## config.mk

```make
export PLATFORM = sky130hd
export DESIGN_NAME = sha1_message_hasher
export DESIGN_NICKNAME = d
export VERILOG_FILES = /design/src/rtl/sha1mh_pkg.sv /design/src/rtl/sha1mh_round.sv /design/src/rtl/sha1_message_hasher.sv
export SDC_FILE = /design/constraint.sdc
export NUM_CORES = 2
export LEC_CHECK = 0
export ABC_AREA = 0
export BUFFER_PORTS_ARGS = -buffer_cell sky130_fd_sc_hd__buf_4
export CELL_PAD_IN_SITES_DETAIL_PLACEMENT = 1
export CELL_PAD_IN_SITES_GLOBAL_PLACEMENT = 2
export CORE_MARGIN = 3
export CORE_UTILIZATION = 44
export CTS_BUF_LIST = sky130_fd_sc_hd__clkbuf_16
export CTS_CLUSTER_SIZE = 25
export DETAILED_ROUTE_END_ITERATION = 16
export PLACE_DENSITY_LB_ADDON = 0.05
export SLEW_MARGIN = 20
export SYNTH_ARGS = -nofsm -noshare
export SYNTH_HDL_FRONTEND = slang
export SYNTH_HIERARCHICAL = 1
export SYNTH_SLANG_ARGS = --single-unit
```

## constraint.sdc

```tcl
create_clock -name i_clk -period 45.8 [get_ports i_clk]
set_clock_uncertainty 0.05 [all_clocks]
set_input_delay 9.16 -clock i_clk [delete_from_list [all_inputs] [get_ports i_clk]]
set_output_delay 9.16 -clock i_clk [all_outputs]
set_load 0.02 [all_outputs]
```

## src/rtl/sha1mh_pkg.sv

```systemverilog
`default_nettype none
// ============================================================================
// sha1mh_pkg: shared types and constants of the SHA-1 message hasher
// Holds the working-variable record, the initial chaining values, the round
// constants and the fixed counts of the block and padding layout.
// ============================================================================
package sha1mh_pkg;

    // Five working variables of the compression function.
    typedef struct packed {
        logic [31:0] a;
        logic [31:0] b;
        logic [31:0] c;
        logic [31:0] d;
        logic [31:0] e;
    } t_work;

    // Chaining values loaded at reset and after each finished message.
    localparam logic [31:0] H_INIT [0:4] = '{
        32'h67452301,
        32'hEFCDAB89,
        32'h98BADCFE,
        32'h10325476,
        32'hC3D2E1F0
    };

    // Round constants, one for each group of twenty rounds.
    localparam logic [31:0] K_ROUND [0:3] = '{
        32'h5A827999,
        32'h6ED9EBA1,
        32'h8F1BBCDC,
        32'hCA62C1D6
    };

    // Round groups.
    localparam logic [1:0] PH_CHOOSE = 2'd0;
    localparam logic [1:0] PH_PARITY = 2'd1;
    localparam logic [1:0] PH_MAJOR  = 2'd2;
    localparam logic [1:0] PH_PARITY2 = 2'd3;

    localparam int unsigned BLOCK_BITS = 512;
    localparam int unsigned WORD_COUNT = 5;
    localparam logic [6:0]  LAST_ROUND = 7'd79;
    localparam logic [5:0]  LAST_POS   = 6'd63;
    // Byte position where the 64-bit length field begins (448 bits).
    localparam logic [5:0]  LEN_POS    = 6'd56;
    localparam logic [3:0]  LEN_BYTES  = 4'd8;
    localparam logic [7:0]  PAD_MARK   = 8'h80;

endpackage : sha1mh_pkg
`default_nettype wire

```

## src/rtl/sha1mh_round.sv

```systemverilog
`default_nettype none
// ============================================================================
// sha1mh_round: one SHA-1 round and one message schedule step
// Combines the working variables with the current schedule word and the
// group's logic function and constant, and forms the next schedule word.
// ============================================================================
module sha1mh_round (
    input  wire sha1mh_pkg::t_work i_work,
    input  wire logic [1:0]        i_phase,
    input  wire logic [31:0]       i_w0,
    input  wire logic [31:0]       i_w2,
    input  wire logic [31:0]       i_w8,
    input  wire logic [31:0]       i_w13,
    output sha1mh_pkg::t_work      o_work,
    output logic [31:0]            o_w_next
);
    import sha1mh_pkg::*;

    logic [31:0] f_val;
    logic [31:0] k_val;
    logic [31:0] w_mix;
    logic [31:0] tmp;

    // Logic function and constant of the current round group.
    always_comb begin
        case (i_phase)
            PH_CHOOSE: begin
                f_val = (i_work.b & i_work.c) | (~i_work.b & i_work.d);
            end
            PH_MAJOR: begin
                f_val = (i_work.b & i_work.c) | (i_work.b & i_work.d) |
                        (i_work.c & i_work.d);
            end
            default: begin
                f_val = i_work.b ^ i_work.c ^ i_work.d;
            end
        endcase
        k_val = K_ROUND[i_phase];
    end

    // Round sum and rotation of the working variables.
    assign tmp = {i_work.a[26:0], i_work.a[31:27]} + f_val + i_work.e + k_val + i_w0;

    always_comb begin
        o_work.a = tmp;
        o_work.b = i_work.a;
        o_work.c = {i_work.b[1:0], i_work.b[31:2]};
        o_work.d = i_work.c;
        o_work.e = i_work.d;
    end

    // Schedule word sixteen places ahead of the current one.
    assign w_mix    = i_w13 ^ i_w8 ^ i_w2 ^ i_w0;
    assign o_w_next = {w_mix[30:0], w_mix[31]};

endmodule : sha1mh_round
`default_nettype wire

```

## src/rtl/sha1_message_hasher.sv

```systemverilog
`default_nettype none
// ============================================================================
// sha1_message_hasher: streaming SHA-1 message digest
// Message bytes in, five big-endian 32-bit digest words out per message.
// ============================================================================
// Each input request carries one optional message byte (tuser) and an end of
// message flag (tlast). A request is taken whenever the hasher is idle; the byte
// that fills a 64-byte block starts the compression, which runs all rounds on a
// single round unit and then folds the result into the chaining words; the input
// is not ready until that fold is done. An end of message pads the message one
// byte per cycle, except while a compression runs, through the same byte shifter
// (0x80, zeros, the 64-bit bit length), running one or two compressions, then
// presents the five digest words H0 to H4 as five output requests; the input is
// not ready again until the fifth word is taken, after which the hasher starts a
// new message.
// ============================================================================
module sha1_message_hasher (
    input  wire logic        i_clk,
    input  wire logic        i_rst_n,
    // Input stream.
    input  wire logic        i_s_tvalid,
    output logic             o_s_tready,
    input  wire logic [7:0]  i_s_tdata,   // [7:0] data_byte
    input  wire logic [0:0]  i_s_tuser,   // [0] byte_valid
    input  wire logic        i_s_tlast,   // end_of_message
    // Digest stream.
    output logic             o_m_tvalid,
    input  wire logic        i_m_tready,
    output logic [31:0]      o_m_tdata,   // [31:0] digest_word
    output logic [2:0]       o_m_tuser,   // [2:0] word_index
    output logic             o_m_tlast    // last_word
);
    import sha1mh_pkg::*;

    localparam logic [2:0] S_IDLE  = 3'd0;
    localparam logic [2:0] S_PAD   = 3'd1;
    localparam logic [2:0] S_ROUND = 3'd2;
    localparam logic [2:0] S_ADD   = 3'd3;
    localparam logic [2:0] S_OUT   = 3'd4;

    localparam logic [2:0] LAST_IDX = 3'(WORD_COUNT - 1);

    // Control state.
    logic [2:0]  r_state, n_state;
    logic [5:0]  r_pos, n_pos;
    logic [60:0] r_count, n_count;
    logic [6:0]  r_rnd, n_rnd;
    logic        r_fin, n_fin;
    logic        r_mark, n_mark;
    logic [3:0]  r_lencnt, n_lencnt;
    logic [2:0]  r_idx, n_idx;
    logic [31:0] r_h [0:4];
    logic [31:0] n_h [0:4];

    // Payload state.
    logic [BLOCK_BITS-1:0] r_blk, n_blk;
    t_work                 r_work, n_work;
    logic [63:0]           r_len, n_len;

    // Byte shifter controls.
    logic        shift_en;
    logic [7:0]  shift_byte;

    // Round unit connections.
    logic [1:0]  phase;
    t_work       round_work;
    logic [31:0] w_next;

    logic s_acc;
    logic m_acc;

    assign o_s_tready = (r_state == S_IDLE);
    assign o_m_tvalid = (r_state == S_OUT);
    assign o_m_tdata  = r_h[r_idx];
    assign o_m_tuser  = r_idx;
    assign o_m_tlast  = (r_idx == LAST_IDX);

    assign s_acc = i_s_tvalid & o_s_tready;
    assign m_acc = o_m_tvalid & i_m_tready;

    // Round group from the round counter.
    always_comb begin
        if (r_rnd < 7'd20) begin
            phase = PH_CHOOSE;
        end else if (r_rnd < 7'd40) begin
            phase = PH_PARITY;
        end else if (r_rnd < 7'd60) begin
            phase = PH_MAJOR;
        end else begin
            phase = PH_PARITY2;
        end
    end

    // Shared round unit; the block register doubles as the schedule window.
    sha1mh_round u_round (
        .i_work   (r_work),
        .i_phase  (phase),
        .i_w0     (r_blk[BLOCK_BITS-1      -: 32]),
        .i_w2     (r_blk[BLOCK_BITS-1-64   -: 32]),
        .i_w8     (r_blk[BLOCK_BITS-1-256  -: 32]),
        .i_w13    (r_blk[BLOCK_BITS-1-416  -: 32]),
        .o_work   (round_work),
        .o_w_next (w_next)
    );

    // Sequencer.
    always_comb begin
        n_state    = r_state;
        n_pos      = r_pos;
        n_count    = r_count;
        n_rnd      = r_rnd;
        n_fin      = r_fin;
        n_mark     = r_mark;
        n_lencnt   = r_lencnt;
        n_idx      = r_idx;
        n_blk      = r_blk;
        n_work     = r_work;
        n_len      = r_len;
        shift_en   = 1'b0;
        shift_byte = 8'h00;
        for (int i = 0; i < WORD_COUNT; i++) begin
            n_h[i] = r_h[i];
        end

        case (r_state)
            S_IDLE: begin
                if (s_acc) begin
                    if (i_s_tuser[0]) begin
                        shift_en   = 1'b1;
                        shift_byte = i_s_tdata;
                        n_count    = r_count + 61'd1;
                    end
                    if (i_s_tlast) begin
                        n_fin   = 1'b1;
                        n_state = S_PAD;
                    end
                end
            end
            S_PAD: begin
                // Marker byte, then zeros up to the length field, then length.
                shift_en = 1'b1;
                if (!r_mark) begin
                    shift_byte = PAD_MARK;
                    n_mark     = 1'b1;
                    n_len      = {r_count, 3'b000};
                end else if (r_lencnt == 4'd0 && r_pos != LEN_POS) begin
                    shift_byte = 8'h00;
                end else begin
                    shift_byte = r_len[63:56];
                    n_len      = {r_len[55:0], 8'h00};
                    n_lencnt   = r_lencnt + 4'd1;
                end
            end
            S_ROUND: begin
                n_work = round_work;
                n_blk  = {r_blk[BLOCK_BITS-33:0], w_next};
                n_rnd  = r_rnd + 7'd1;
                if (r_rnd == LAST_ROUND) begin
                    n_state = S_ADD;
                end
            end
            S_ADD: begin
                n_h[0] = r_h[0] + r_work.a;
                n_h[1] = r_h[1] + r_work.b;
                n_h[2] = r_h[2] + r_work.c;
                n_h[3] = r_h[3] + r_work.d;
                n_h[4] = r_h[4] + r_work.e;
                if (!r_fin) begin
                    n_state = S_IDLE;
                end else if (r_lencnt == LEN_BYTES) begin
                    n_state = S_OUT;
                end else begin
                    n_state = S_PAD;
                end
            end
            S_OUT: begin
                if (m_acc) begin
                    if (r_idx == LAST_IDX) begin
                        // Digest delivered; start a fresh message.
                        n_idx    = 3'd0;
                        n_count  = '0;
                        n_fin    = 1'b0;
                        n_mark   = 1'b0;
                        n_lencnt = 4'd0;
                        n_state  = S_IDLE;
                        for (int i = 0; i < WORD_COUNT; i++) begin
                            n_h[i] = H_INIT[i];
                        end
                    end else begin
                        n_idx = r_idx + 3'd1;
                    end
                end
            end
            default: begin
                n_state = S_IDLE;
            end
        endcase

        // Byte shifter; a full block starts the compression.
        if (shift_en) begin
            n_blk = {r_blk[BLOCK_BITS-9:0], shift_byte};
            n_pos = r_pos + 6'd1;
            if (r_pos == LAST_POS) begin
                n_state = S_ROUND;
                n_rnd   = 7'd0;
                n_work  = '{a: r_h[0], b: r_h[1], c: r_h[2], d: r_h[3], e: r_h[4]};
            end
        end
    end

    // Control registers.
    always_ff @(posedge i_clk) begin
        if (!i_rst_n) begin
            r_state  <= S_IDLE;
            r_pos    <= 6'd0;
            r_count  <= '0;
            r_rnd    <= 7'd0;
            r_fin    <= 1'b0;
            r_mark   <= 1'b0;
            r_lencnt <= 4'd0;
            r_idx    <= 3'd0;
            for (int i = 0; i < WORD_COUNT; i++) begin
                r_h[i] <= H_INIT[i];
            end
        end else begin
            r_state  <= n_state;
            r_pos    <= n_pos;
            r_count  <= n_count;
            r_rnd    <= n_rnd;
            r_fin    <= n_fin;
            r_mark   <= n_mark;
            r_lencnt <= n_lencnt;
            r_idx    <= n_idx;
            for (int i = 0; i < WORD_COUNT; i++) begin
                r_h[i] <= n_h[i];
            end
        end
    end

    // Payload registers.
    always_ff @(posedge i_clk) begin
        r_blk  <= n_blk;
        r_work <= n_work;
        r_len  <= n_len;
    end

endmodule : sha1_message_hasher
`default_nettype wire
```

==> results.tsv <==
stage	metric	value	unit
yosys	Seq/Total Area, Yosys	45.2	%
run	Max-Cap Viols	0	
global_route	vias in the first global route	44600	
final_layout	area grow syn2layout	8.04	%
power_and_ir_drop	Logic pwr share	37.3	%
worst_setup_path	largest fanout on the critical path	73	
sta	f_max	0.0780	GHz
power_and_ir_drop	Flop pwr share	35.1	%
clock_tree	Skew-Pair Late Insertion Delay	0.75	ns
clock_tree	CTS hold repair buffers	0	
sta	fin. max-slew vios	0	
sta	Final min period	12.83	ns
clock_tree	clk sinks	982	
clock_tree	CTS buffer count	113	
die	Starting Density	44.5	%
clock_tree	Root Buffer	clkbuf_16	
worst_setup_path	most used cell, CP	buf_4	
global_route	initial antenna violation count	2	
die	area of the core	126000	sq um
global_route	largest net degree at the start of global routing	225	
power_and_ir_drop	leakage	26.7	nW
yosys	Synth Register Bits	982	
worst_setup_path	crit end category	flop	
drt	Routed WL	172000	um
final_layout	Final Cell Area	60700	sq um
final_layout	Antenna Cells	0	
die	Rows	130	
sta	setup_tns	0	ns
power_and_ir_drop	clock power share	27.6	%
worst_setup_path	Arr. time, crit path	13.13	ns
place	RD Place Congestion	0.872	
drt	DRT iter0 DRCs	2737	
drt	drt pass-1 iters	5	
power_and_ir_drop	sw power	1.23	mW
run_status	outcome	complete, no violations	
sta	Final period util	28.0	%
sta	Rel. slew slack	13.0	%
drt	vias	43400	
clock_tree	clock slew at reported path FFs	0.06	ns
drt	Post-DRT Antenna Nets	0	
worst_setup_path	highest-delay cell along the critical path	buf_4	
global_route	global route overflow	0	
place	port bufs	51	
place	Placed Area	57000	sq um
yosys	Synth Flop Type	edfxtp_1	
worst_setup_path	startpoint types	input port	
global_route	aggregate global-route resource usage	26.1	%
worst_setup_path	required time of the worst setup path	46.11	ns
place	HPWL after detailed placement	119000	um
yosys	Netlist cell types	93	
die	Die Ht	363	um
min_path	Hold Path Class	flop to flop	
worst_setup_path	crit-path cells	buf_4, nand2_1, inv_1, o21ai_4, buf_4, nand2_4, buf_4, buf_4, buf_4	
clock_tree	H-tree Lvls	3	
yosys	syn avg cell area	8.87	sq um
clock_tree	post_cts resized	0	
drt	DR vias/cell	5.51	
yosys	ys async rst share	0	%
power_and_ir_drop	Power Dens Cells	54.0	nW/um^2
yosys	number of enable flip-flop cells after synthesis	573	
global_route	global-route wire length before repair	268000	um
worst_setup_path	crit path kind	input port to flop	
power_and_ir_drop	internal power	2.05	mW
die	full die area	132000	sq um
sta	RSZ-0062 raised after global routing	no	
die	Ports	52	
yosys	post-synth net total	6669	
clock_tree	post-CTS setup buffers	0	
clock_tree	clock buffer depth	3	
sta	Final Setup Violations	0	
yosys	synth warn	6	
drt	WL/cell	21.8	um
drt	drc violations	0	
yosys	Mapped Cells	6327	
final_layout	layout cells sized above 1	6.98	%
worst_setup_path	delay of the slowest critical-path stage	0.84	ns
sta	final count of hold timing violations	0	
final_layout	fin nets	6463	
clock_tree	TritonCTS clock tree	built	
power_and_ir_drop	Sw Ratio	37.4	%
power_and_ir_drop	Peak VDD IR	36.3	uV
die	Die X	363	um
sta	Worst Max-Slew Pin Slew	1.31	ns
yosys	Cell Area, Synth	56200	sq um
## through the flow
step	power, mW	hold WS, ns	util, %	setup WS, ns	cells
floorplan	2.11	0.399	-	23.58	6327
global placement	2.36	0.407	45.1	32.16	7655
detailed placement	2.38	0.415	45.2	32.14	7656
CTS	3.30	0.448	48.1	32.97	7871
global route	3.50	0.468	48.1	32.60	7871
finish	3.28	0.444	48.1	32.97	7871
## worst paths after layout
kind	startpoint	to	slack [ns]	depth (start not counted)
worst max-delay path	i_s_tvalid	r_blk[45]	32.97	9
worst min-delay path	r_count[14]	r_count[14]	0.44	2
worst max register to register	r_rnd[5]	r_work[148]	38.11	22
worst min register to register	r_count[14]	r_count[14]	0.44	2
## Yosys cell counts, types with 10 or more instances
| cell type | n | area share [%] |
|---|---|---|
| nand2_1 | 2080 | 14 |
| edfxtp_1 | 573 | 31 |
| dfxtp_1 | 409 | 15 |
| nor2_1 | 377 | 2.5 |
| inv_1 | 348 | 2.3 |
| clkbuf_1 | 267 | 1.8 |
| o21ai_0 | 211 | 1.9 |
| ha_1 | 203 | 4.5 |
| a21oi_1 | 202 | 1.8 |
| a31oi_1 | 177 | 2.0 |
| xnor2_1 | 171 | 2.7 |
| xor2_1 | 153 | 2.4 |
| buf_4 | 132 | 1.8 |
| fa_1 | 125 | 4.5 |
| a21o_1 | 88 | 1.2 |
| mux2_2 | 83 | 1.7 |
| nand3_1 | 83 | 0.74 |
| nor2b_1 | 51 | 0.57 |
| nor3_1 | 46 | 0.41 |
| and2_1 | 42 | 0.47 |
| a211oi_1 | 33 | 0.44 |
| and3_1 | 32 | 0.36 |
| mux4_2 | 32 | 1.3 |
| nand4_1 | 30 | 0.33 |
| o21a_1 | 30 | 0.40 |
| nand2b_1 | 27 | 0.30 |
| o221ai_1 | 25 | 0.39 |
| o22ai_1 | 25 | 0.28 |
| o21bai_1 | 19 | 0.25 |
| buf_1 | 18 | 0.12 |
| o211ai_1 | 16 | 0.21 |
| and4_1 | 15 | 0.23 |
| or3_1 | 15 | 0.17 |
| a21boi_0 | 14 | 0.19 |
| a22oi_1 | 12 | 0.16 |
| o31ai_1 | 12 | 0.16 |
| o21ai_1 | 10 | 0.089 |
## flip-flops by register name, summed over array words and instances, names as in the netlist, named ones only
| signal | cells |
|---|---|
| o_m_tuser | 3 |
| r_state | 3 |
| r_rnd | 7 |
| r_h | 160 |
| r_len | 61 |
| r_blk | 512 |
| r_fin | 1 |
| r_pos | 6 |
| r_lencnt | 4 |
| r_mark | 1 |
| r_work | 160 |
| r_count | 61 |
## critical path, delay by kind of cell
family	cells	cell delay [ns]
simple gates	2	0.67
buf+inv	6	3.01
compound gates	1	0.05
## logic make-up (layout without fill, tap and decap cells)
family                     Yosys count  in the layout  share of synthesized area, %
buffers and inverters              774            668                          6.14
AOI/OAI and AO/OA                  974            974                          11.2
xor gates and xnor gates           324            324                          5.05
muxes                              119            119                          3.02
and+or+nand+nor                   2825           2825                          20.4
DFF                                982            982                          45.2
adders and majority gates          329            329                          9.00
## cells in the final DEF (no fill, tap or decap), types with 27 or more instances in the layout
master	n
dfxtp_1	405
nand3_1	82
mux4_2	32
clkbuf_16	113
nand4_1	30
buf_4	100
clkinv_1	36
nor2_1	375
ha_1	203
fa_1	125
nor2b_1	51
and2_1	41
mux2_2	83
nor3_1	45
nand2b_1	27
xnor2_1	171
o21ai_0	210
inv_1	369
a211oi_1	33
a31oi_1	177
o21a_1	30
xor2_1	153
edfxtp_1	573
nand2_1	2077
and3_1	32
a21oi_1	201
a21o_1	88
## layer usage
layer	vias to the layer above	global-route usage, %	share of wire, %
met5	-	0	0
met2	636	43.5	48
li1	20800	-	-
met1	21700	35.4	46
met4	0	8.43	3.5
met3	248	3.18	3.4
## power groups by stage
stage / combinational (mW) / clock (mW) / sequential (mW)
2_1_floorplan: 0.964 / 0 / 1.15
3_3_place_gp: 1.19 / 0 / 1.17
4_1_cts: 1.23 / 0.929 / 1.15
3_5_place_dp: 1.22 / 0 / 1.17
6_report: 1.22 / 0.905 / 1.15
5_1_grt: 1.37 / 0.965 / 1.16
## final cells by class
cell class | instances | area (sq um)
clock buffers | 113 | 2830
clock inverters | 102 | 842
flip-flops and latches | 982 | 25400
multi-input cells | 4571 | 27400
well taps | 1650 | 2060
repair buffers | 104 | 838
inverters | 349 | 1310
fillers | 14500 | 65600
Power figures use the tool's default switching activity.
